### src/itad_pkg.sv
// shared constants and helpers for the integer to ascii digit converter
`default_nettype none
package itad_pkg;

    // default width of the value that is converted
    localparam int unsigned VALUE_WIDTH_DEF = 63;

    // digits of a 32-bit hex word
    localparam int unsigned HEX_DIGITS = 8;

    // mode codes
    localparam logic [1:0] MODE_DEC    = 2'd0;
    localparam logic [1:0] MODE_HEX_LO = 2'd1;
    localparam logic [1:0] MODE_HEX_UP = 2'd2;

    // ascii offsets
    localparam logic [7:0] CHAR_ZERO     = 8'h30;
    localparam logic [7:0] CHAR_UPPER_OF = 8'h37;
    localparam logic [7:0] CHAR_LOWER_OF = 8'h57;

    // decimal digits of the largest value of a given width
    function automatic int unsigned dec_digits(input int unsigned w);
        longint unsigned v;
        int unsigned     n;
        int              i;
        v = (w >= 64) ? 64'hFFFF_FFFF_FFFF_FFFF : ((64'd1 << w) - 64'd1);
        n = 1;
        for (i = 0; i < 20; i++) begin
            if (v >= 64'd10) begin
                v = v / 64'd10;
                n = n + 1;
            end
        end
        return n;
    endfunction

    // digit slots in the shift register, enough for decimal and hex
    function automatic int unsigned num_digits(input int unsigned w);
        int unsigned d;
        d = dec_digits(w);
        return (d > HEX_DIGITS) ? d : HEX_DIGITS;
    endfunction

    // ascii code of one digit
    function automatic logic [7:0] digit_ascii(input logic [3:0] d, input logic upper);
        logic [7:0] r;
        if (d < 4'd10) begin
            r = CHAR_ZERO + {4'd0, d};
        end else if (upper) begin
            r = CHAR_UPPER_OF + {4'd0, d};
        end else begin
            r = CHAR_LOWER_OF + {4'd0, d};
        end
        return r;
    endfunction

endpackage
`default_nettype wire

### src/itad_if.sv
// valid/ready channels for the value input and the digit output
`default_nettype none
interface itad_in_if;
    logic        valid;
    logic        ready;
    logic [1:0]  mode;
    logic [62:0] value;

    modport source (output valid, output mode, output value, input ready);
    modport sink   (input valid, input mode, input value, output ready);
endinterface

interface itad_out_if;
    logic        valid;
    logic        ready;
    logic [7:0]  digit_char;
    logic        last;
    logic [4:0]  digit_count;
    logic [31:0] printed_total;

    modport source (output valid, output digit_char, output last, output digit_count,
                    output printed_total, input ready);
    modport sink   (input valid, input digit_char, input last, input digit_count,
                    input printed_total, output ready);
endinterface
`default_nettype wire

### src/itad_dabble.sv
// one shift-and-add-3 step of the binary to bcd conversion
`default_nettype none
module itad_dabble #(
    parameter int unsigned NDIG = itad_pkg::num_digits(itad_pkg::VALUE_WIDTH_DEF)
) (
    input  wire logic [NDIG*4-1:0] i_dig,
    input  wire logic              i_bit,
    output logic      [NDIG*4-1:0] o_dig
);

    localparam int unsigned DW = NDIG * 4;

    logic [DW-1:0] w_adj;

    // add 3 to every digit of 5 or more
    for (genvar g = 0; g < NDIG; g++) begin : g_adj
        assign w_adj[g*4 +: 4] = (i_dig[g*4 +: 4] >= 4'd5) ? (i_dig[g*4 +: 4] + 4'd3)
                                                           : i_dig[g*4 +: 4];
    end

    // shift in the next binary bit
    assign o_dig = {w_adj[DW-2:0], i_bit};

endmodule
`default_nettype wire

### src/integer_to_ascii_digits.sv
// Converts a value to ascii decimal or hex digits, most significant first.
// Decimal: after the accept, a bit-serial shift-add-3 conversion runs over the VALUE_WIDTH
// bits, then leading zero digit slots are skipped (at least one digit is kept) and the
// digits are emitted, each held while the output stalls. Hex loads the low 32 bits
// straight into the digit slots and skips the conversion. One value at a time.
// Synchronous active-low reset clears the control state, output valid and the char count.
`default_nettype none
module integer_to_ascii_digits #(
    parameter int unsigned VALUE_WIDTH = itad_pkg::VALUE_WIDTH_DEF
) (
    input  wire logic   i_clk,
    input  wire logic   i_rst_n,
    itad_in_if.sink     i_in,
    itad_out_if.source  o_out
);

    localparam int unsigned NDIG = itad_pkg::num_digits(VALUE_WIDTH);
    localparam int unsigned DW   = NDIG * 4;
    localparam int unsigned HW   = (VALUE_WIDTH < 32) ? VALUE_WIDTH : 32;
    localparam int unsigned BW   = $clog2(VALUE_WIDTH);
    localparam int unsigned CW   = $clog2(NDIG + 1);

    typedef enum logic [1:0] {
        S_IDLE,
        S_CONV,
        S_SKIP,
        S_EMIT
    } t_state;

    t_state               r_state, n_state;
    logic [VALUE_WIDTH-1:0] r_bin, n_bin;
    logic [BW-1:0]        r_bit, n_bit;
    logic [DW-1:0]        r_dig, n_dig;
    logic [CW-1:0]        r_cnt, n_cnt;
    logic [CW-1:0]        r_total, n_total;
    logic                 r_upper, n_upper;
    logic [31:0]          r_printed, n_printed;
    logic                 r_o_valid, n_o_valid;
    logic [7:0]           r_char, n_char;
    logic                 r_last, n_last;
    logic [4:0]           r_count, n_count;
    logic [31:0]          r_ptotal, n_ptotal;

    logic [DW-1:0]        w_dabbled;
    logic [3:0]           w_top;
    logic                 w_out_free;
    logic [31:0]          w_inc;

    // bcd step
    itad_dabble #(.NDIG(NDIG)) u_dabble (
        .i_dig (r_dig),
        .i_bit (r_bin[VALUE_WIDTH-1]),
        .o_dig (w_dabbled)
    );

    assign w_top      = r_dig[DW-1 -: 4];
    assign w_out_free = !r_o_valid || o_out.ready;
    assign w_inc      = (r_printed == 32'hFFFF_FFFF) ? r_printed : (r_printed + 32'd1);

    // next state
    always_comb begin
        n_state   = r_state;
        n_bin     = r_bin;
        n_bit     = r_bit;
        n_dig     = r_dig;
        n_cnt     = r_cnt;
        n_total   = r_total;
        n_upper   = r_upper;
        n_printed = r_printed;
        n_o_valid = r_o_valid && !o_out.ready;
        n_char    = r_char;
        n_last    = r_last;
        n_count   = r_count;
        n_ptotal  = r_ptotal;
        case (r_state)
            S_IDLE: begin
                if (i_in.valid) begin
                    n_upper = i_in.mode[1];
                    n_cnt   = CW'(NDIG);
                    if (i_in.mode == itad_pkg::MODE_DEC) begin
                        n_bin   = i_in.value[VALUE_WIDTH-1:0];
                        n_dig   = '0;
                        n_bit   = BW'(VALUE_WIDTH - 1);
                        n_state = S_CONV;
                    end else begin
                        n_dig   = DW'(i_in.value[HW-1:0]);
                        n_state = S_SKIP;
                    end
                end
            end
            S_CONV: begin
                n_dig = w_dabbled;
                n_bin = r_bin << 1;
                n_bit = r_bit - BW'(1);
                if (r_bit == '0) begin
                    n_state = S_SKIP;
                end
            end
            S_SKIP: begin
                // drop leading zero digits, keep at least one
                if (w_top == 4'd0 && r_cnt != CW'(1)) begin
                    n_dig = r_dig << 4;
                    n_cnt = r_cnt - CW'(1);
                end else begin
                    n_total = r_cnt;
                    n_state = S_EMIT;
                end
            end
            S_EMIT: begin
                if (w_out_free) begin
                    n_o_valid = 1'b1;
                    n_char    = itad_pkg::digit_ascii(w_top, r_upper);
                    n_last    = (r_cnt == CW'(1));
                    n_count   = 5'(r_total);
                    n_ptotal  = w_inc;
                    n_printed = w_inc;
                    n_dig     = r_dig << 4;
                    n_cnt     = r_cnt - CW'(1);
                    if (r_cnt == CW'(1)) begin
                        n_state = S_IDLE;
                    end
                end
            end
            default: begin
                n_state = S_IDLE;
            end
        endcase
    end

    // state and output registers
    always_ff @(posedge i_clk) begin
        if (!i_rst_n) begin
            r_state   <= S_IDLE;
            r_printed <= '0;
            r_o_valid <= 1'b0;
        end else begin
            r_state   <= n_state;
            r_printed <= n_printed;
            r_o_valid <= n_o_valid;
        end
        r_bin    <= n_bin;
        r_bit    <= n_bit;
        r_dig    <= n_dig;
        r_cnt    <= n_cnt;
        r_total  <= n_total;
        r_upper  <= n_upper;
        r_char   <= n_char;
        r_last   <= n_last;
        r_count  <= n_count;
        r_ptotal <= n_ptotal;
    end

    assign i_in.ready          = (r_state == S_IDLE);
    assign o_out.valid         = r_o_valid;
    assign o_out.digit_char    = r_char;
    assign o_out.last          = r_last;
    assign o_out.digit_count   = r_count;
    assign o_out.printed_total = r_ptotal;

endmodule
`default_nettype wire

### src/flat_wrapper.sv
// flat-port wrapper written by rule: the top's interface ports become plain ports
module integer_to_ascii_digits_flat 
#(
    parameter int unsigned VALUE_WIDTH = itad_pkg::VALUE_WIDTH_DEF
)
  (i_clk, i_rst_n, i_in_valid, i_in_mode, i_in_value, i_in_ready, o_out_valid, o_out_digit_char, o_out_last, o_out_digit_count, o_out_printed_total, o_out_ready);
  itad_in_if i_in_i ();
  itad_out_if o_out_i ();
  input  wire logic i_clk;
  input  wire logic i_rst_n;
  input wire logic [$bits(i_in_i.valid)-1:0] i_in_valid;
  input wire logic [$bits(i_in_i.mode)-1:0] i_in_mode;
  input wire logic [$bits(i_in_i.value)-1:0] i_in_value;
  output wire logic [$bits(i_in_i.ready)-1:0] i_in_ready;
  output wire logic [$bits(o_out_i.valid)-1:0] o_out_valid;
  output wire logic [$bits(o_out_i.digit_char)-1:0] o_out_digit_char;
  output wire logic [$bits(o_out_i.last)-1:0] o_out_last;
  output wire logic [$bits(o_out_i.digit_count)-1:0] o_out_digit_count;
  output wire logic [$bits(o_out_i.printed_total)-1:0] o_out_printed_total;
  input wire logic [$bits(o_out_i.ready)-1:0] o_out_ready;
  assign i_in_i.valid = i_in_valid;
  assign i_in_i.mode = i_in_mode;
  assign i_in_i.value = i_in_value;
  assign i_in_ready = i_in_i.ready;
  assign o_out_valid = o_out_i.valid;
  assign o_out_digit_char = o_out_i.digit_char;
  assign o_out_last = o_out_i.last;
  assign o_out_digit_count = o_out_i.digit_count;
  assign o_out_printed_total = o_out_i.printed_total;
  assign o_out_i.ready = o_out_ready;
  integer_to_ascii_digits #(.VALUE_WIDTH(VALUE_WIDTH)) u_core (.i_clk(i_clk), .i_rst_n(i_rst_n), .i_in(i_in_i), .o_out(o_out_i));
endmodule
### config.mk
export PLATFORM = sky130hd
export DESIGN_NAME = integer_to_ascii_digits_flat
export DESIGN_NICKNAME = d
export VERILOG_FILES = /design/src/itad_pkg.sv /design/src/itad_if.sv /design/src/itad_dabble.sv /design/src/integer_to_ascii_digits.sv /design/src/flat_wrapper.sv
export SDC_FILE = /design/constraint.sdc
export NUM_CORES = 1
export LEC_CHECK = 0
export BUFFER_PORTS_ARGS = -buffer_cell sky130_fd_sc_hd__buf_2
export CORE_MARGIN = 2
export CORE_UTILIZATION = 35
export DETAILED_ROUTE_END_ITERATION = 10
export PLACE_DENSITY = 0.56
export SLEW_MARGIN = 10
export SYNTH_ARGS = -nofsm -noshare
export SYNTH_HDL_FRONTEND = slang
export SYNTH_HIERARCHICAL = 1
export SYNTH_SLANG_ARGS = --single-unit
### constraint.sdc
create_clock -name i_clk -period 7.46 [get_ports i_clk]
set_input_delay 1.119 -clock i_clk [delete_from_list [all_inputs] [get_ports i_clk]]
set_output_delay 1.119 -clock i_clk [all_outputs]
set_load 0.02 [all_outputs]
==> results.cfg <==
[sta]
final_period_minus_worst_setup_slack_ns = 3.286
timing.max_slew.rel_slack = 0.3052
rsz0062_at_grt = false
report.final.slew_viol_count = 0
clock_skew_ns = 0.01159
worst_pin_slew_ns = 1.040
fin_setup_tns_ns = 0
final_hold_violations = 0
finalCritPeriodShare = 0.4405
setup_viol_count_final = 0
fmaxAchievable_mhz = 304.3

[finish]
multi_input_combinational_cell_area_um2 = 5239
seq_area_um2 = 6736
fillers = 3380
area.growth.synth_to_final_pct = 15.71
finalNetCount = 1306
drive_gt1_frac = 0.2283
layout_common_cells = 201 x edfxtp_1, 115 x buf_2, 110 x nand2_1, 76 x inv_1, 63 x mux2_2
layout.cells.most_common = edfxtp_1
layout.cells.non_filler = 1674

[clocking]
cts_hold_repair.buffers = 0
root_buffer = clkbuf_16
cts.sink_count = 236
worst_skew_pair.late_latency_ns = 0.54
ctsResizeCount = 0
clock_tree_from_tritoncts = built
cts_setup_buffers = 0
number_of_buffers_inserted_during_clock_tree_synthesis = 28
clockBufferDepth = 3
cts_max_level = 1
clk_pin_slew_ns = 0.06

[critical_path]
critical_path_start_type = primary input
family_of_cells_with_the_greatest_summed_delay_on_the_critical_path = simple AND/OR/NAND/NOR gates
critPathMaxStageDelay_ns = 0.59
cp.buffers_inverters = 3
worstPathCellList = buf_2 -> nor2b_1 -> nand2b_1 -> inv_2 -> buf_4 -> nand4_1 -> or4_1 -> a21oi_1
endpoint_kind = flop
cp_slowest_cell = buf_4
cp_data_arrival_time_ns = 3.75
worst_ep_required_time_ns = 7.93
criticalPathCategory = primary input to flop
rrSetupSlack_ns = 4.23
critical_path.max_fanout = 57

[pwr]
ir_drop_v = 0.0002012
internal_power_w = 0.003508
powerDensity_nw_per_um2 = 373.9
p_clk_frac = 0.254
seqPwrFrac = 0.421
comb_power_share = 0.325
power.net_switching_w = 0.001888
p_leak_nw = 5.465
power.share.switching = 0.3499

[die]
floorplan.initialDensity = 0.3532
die_width_um = 192.8
core_area_um2 = 35310
die_height_um = 192.8
floorplan.die_area_um2 = 37160
rows = 69
top_level_ports = 117

[route]
detail_route.first_pass.iterations = 6
drtAntennaViolNets = 0
route.detailed.wl_per_inst_um = 15.51
detail_route.drc_violations = 0
wirelength_um = 25970
post_drt_via_cell_ratio = 5.063
dr.first_iter.drc_count = 644
via_count = 8476

[synthesis]
netlist.area_leader.share = 0.4839
synth_async_sr_flop_share = 0
postSynthCellCount = 1081
seq_area_frac_synth = 0.5401
synthDistinctLibCells = 51
synth_warnings = 6
yosys_most_used_dff = edfxtp_1
post_synth_edffs = 201
yosys_register_bits = 236
avgSynthCellArea_um2 = 11.54
synth_top_cells_by_area = edfxtp_1 48%, mux2_2 5.7%, dfxtp_1 5.6%, ha_1 5.0%, a22o_1 3.4%
summed_instance_area_of_the_synthesized_netlist_um2 = 12470
synth_nets = 1200
synth_top_cell_by_area = edfxtp_1

[outcome]
run_status = completed

[grt]
grt_first_pass_wirelength_um = 42260
grt_max_degree = 77
grt.total_usage = 0.1404
number_of_antenna_violations_at_the_first_check_in_global_routing = 9
grt-ovfl-total = 0
first_global_vias = 8338

[placed_design]
dpl.hpwl_um = 17200
routabilityCongestion = 0.7880
post-place-cells = 1618
port-buffer-count = 115

[hold_path]
worstHoldPathType = flop to flop

[job]
maxCapViolCount = 0
## layout make-up
type	count	share of cell area
flip-flops and latches	236	0.4668
clock buffers	29	0.05028
diodes	4	0.0006935
well taps	461	0.03997
multi-input cells	719	0.3630
inverters	78	0.02029
clock inverters	23	0.01448
repair buffers	124	0.04456
## final timing paths
check,startpoint,end,depth (start not counted)
min reg2reg,u_core/r_total[2],u_core/o_out.digit_count[2],0
max reg2reg,u_core/r_state[0],u_core/r_printed[31],7
min,u_core/r_total[2],u_core/o_out.digit_count[2],0
max,o_out_ready,u_core/r_printed[31],8
## power groups by stage
stage	registers [W]	logic [W]	clock network (W)
6_report	0.00227	0.00175	0.00137
3_5_place_dp	0.00230	0.00177	0
4_1_cts	0.00228	0.00178	0.00141
3_3_place_gp	0.00230	0.00174	0
2_1_floorplan	0.00227	0.00136	0
5_1_grt	0.00233	0.00200	0.00146
## synthesized netlist by cell type, drive strengths merged, types with 23 or more instances
library cell / n
a21oi: 47
a222oi: 28
a22o: 48
buf: 24
clkbuf: 24
dfxtp: 35
edfxtp: 201
ha: 50
inv: 78
mux2: 63
mux2i: 25
nand2: 110
nand2b: 44
nor2: 63
o21ai: 55
xnor2: 33
xor2: 23
## metrics by stage
stage	instance area (um^2)	power (W)	hold slack (ns)	setup WS [ns]	util
2_1_floorplan	12470	0.003630	0.4003	1.896	-
3_3_place_gp	13490	0.004039	0.4140	3.732	0.3820
3_5_place_dp	13490	0.004074	0.4093	3.655	0.3820
4_1_cts	14420	0.005472	0.4230	4.204	0.4085
5_1_grt	14430	0.005791	0.4282	3.901	0.4085
6_report	14430	0.005396	0.4268	4.174	0.4087
## flip-flops by register name, summed over array words and instances (netlist names)
register                    flops
u_core/r_cnt                    5
u_core/o_out.valid              1
u_core/r_state                  2
u_core/r_upper                  1
u_core/r_bit                    6
u_core/o_out.digit_char         7
u_core/o_out.last               1
u_core/r_bin                   63
u_core/r_printed               32
u_core/r_dig                   76
u_core/r_total                  5
u_core/o_out.digit_count        5
u_core/o_out.printed_total     32
## kinds of logic after synthesis
| kind of cell | count (synthesis) | synth area share |
|---|---|---|
| AO/OA/AOI/OAI | 204 | 0.1215 |
| XOR/XNOR | 56 | 0.03932 |
| adder cells (fa/ha/maj) | 50 | 0.05016 |
| buffers and inverters | 126 | 0.04384 |
| flip-flops | 236 | 0.5401 |
| multiplexers | 88 | 0.07694 |
| other | 1 | 0.0003006 |
| AND/OR/NAND/NOR | 320 | 0.1279 |
## routing by layer
metal | up-vias | global-route usage | wire (um)
met2 | 186 | 0.2377 | 12210
met5 | - | 0 | 61
met4 | 10 | 0.03641 | 504
met3 | 42 | 0.03255 | 1469
met1 | 4033 | 0.1800 | 11720
li1 | 4205 | - | -
(Power assumes the default switching activity.)
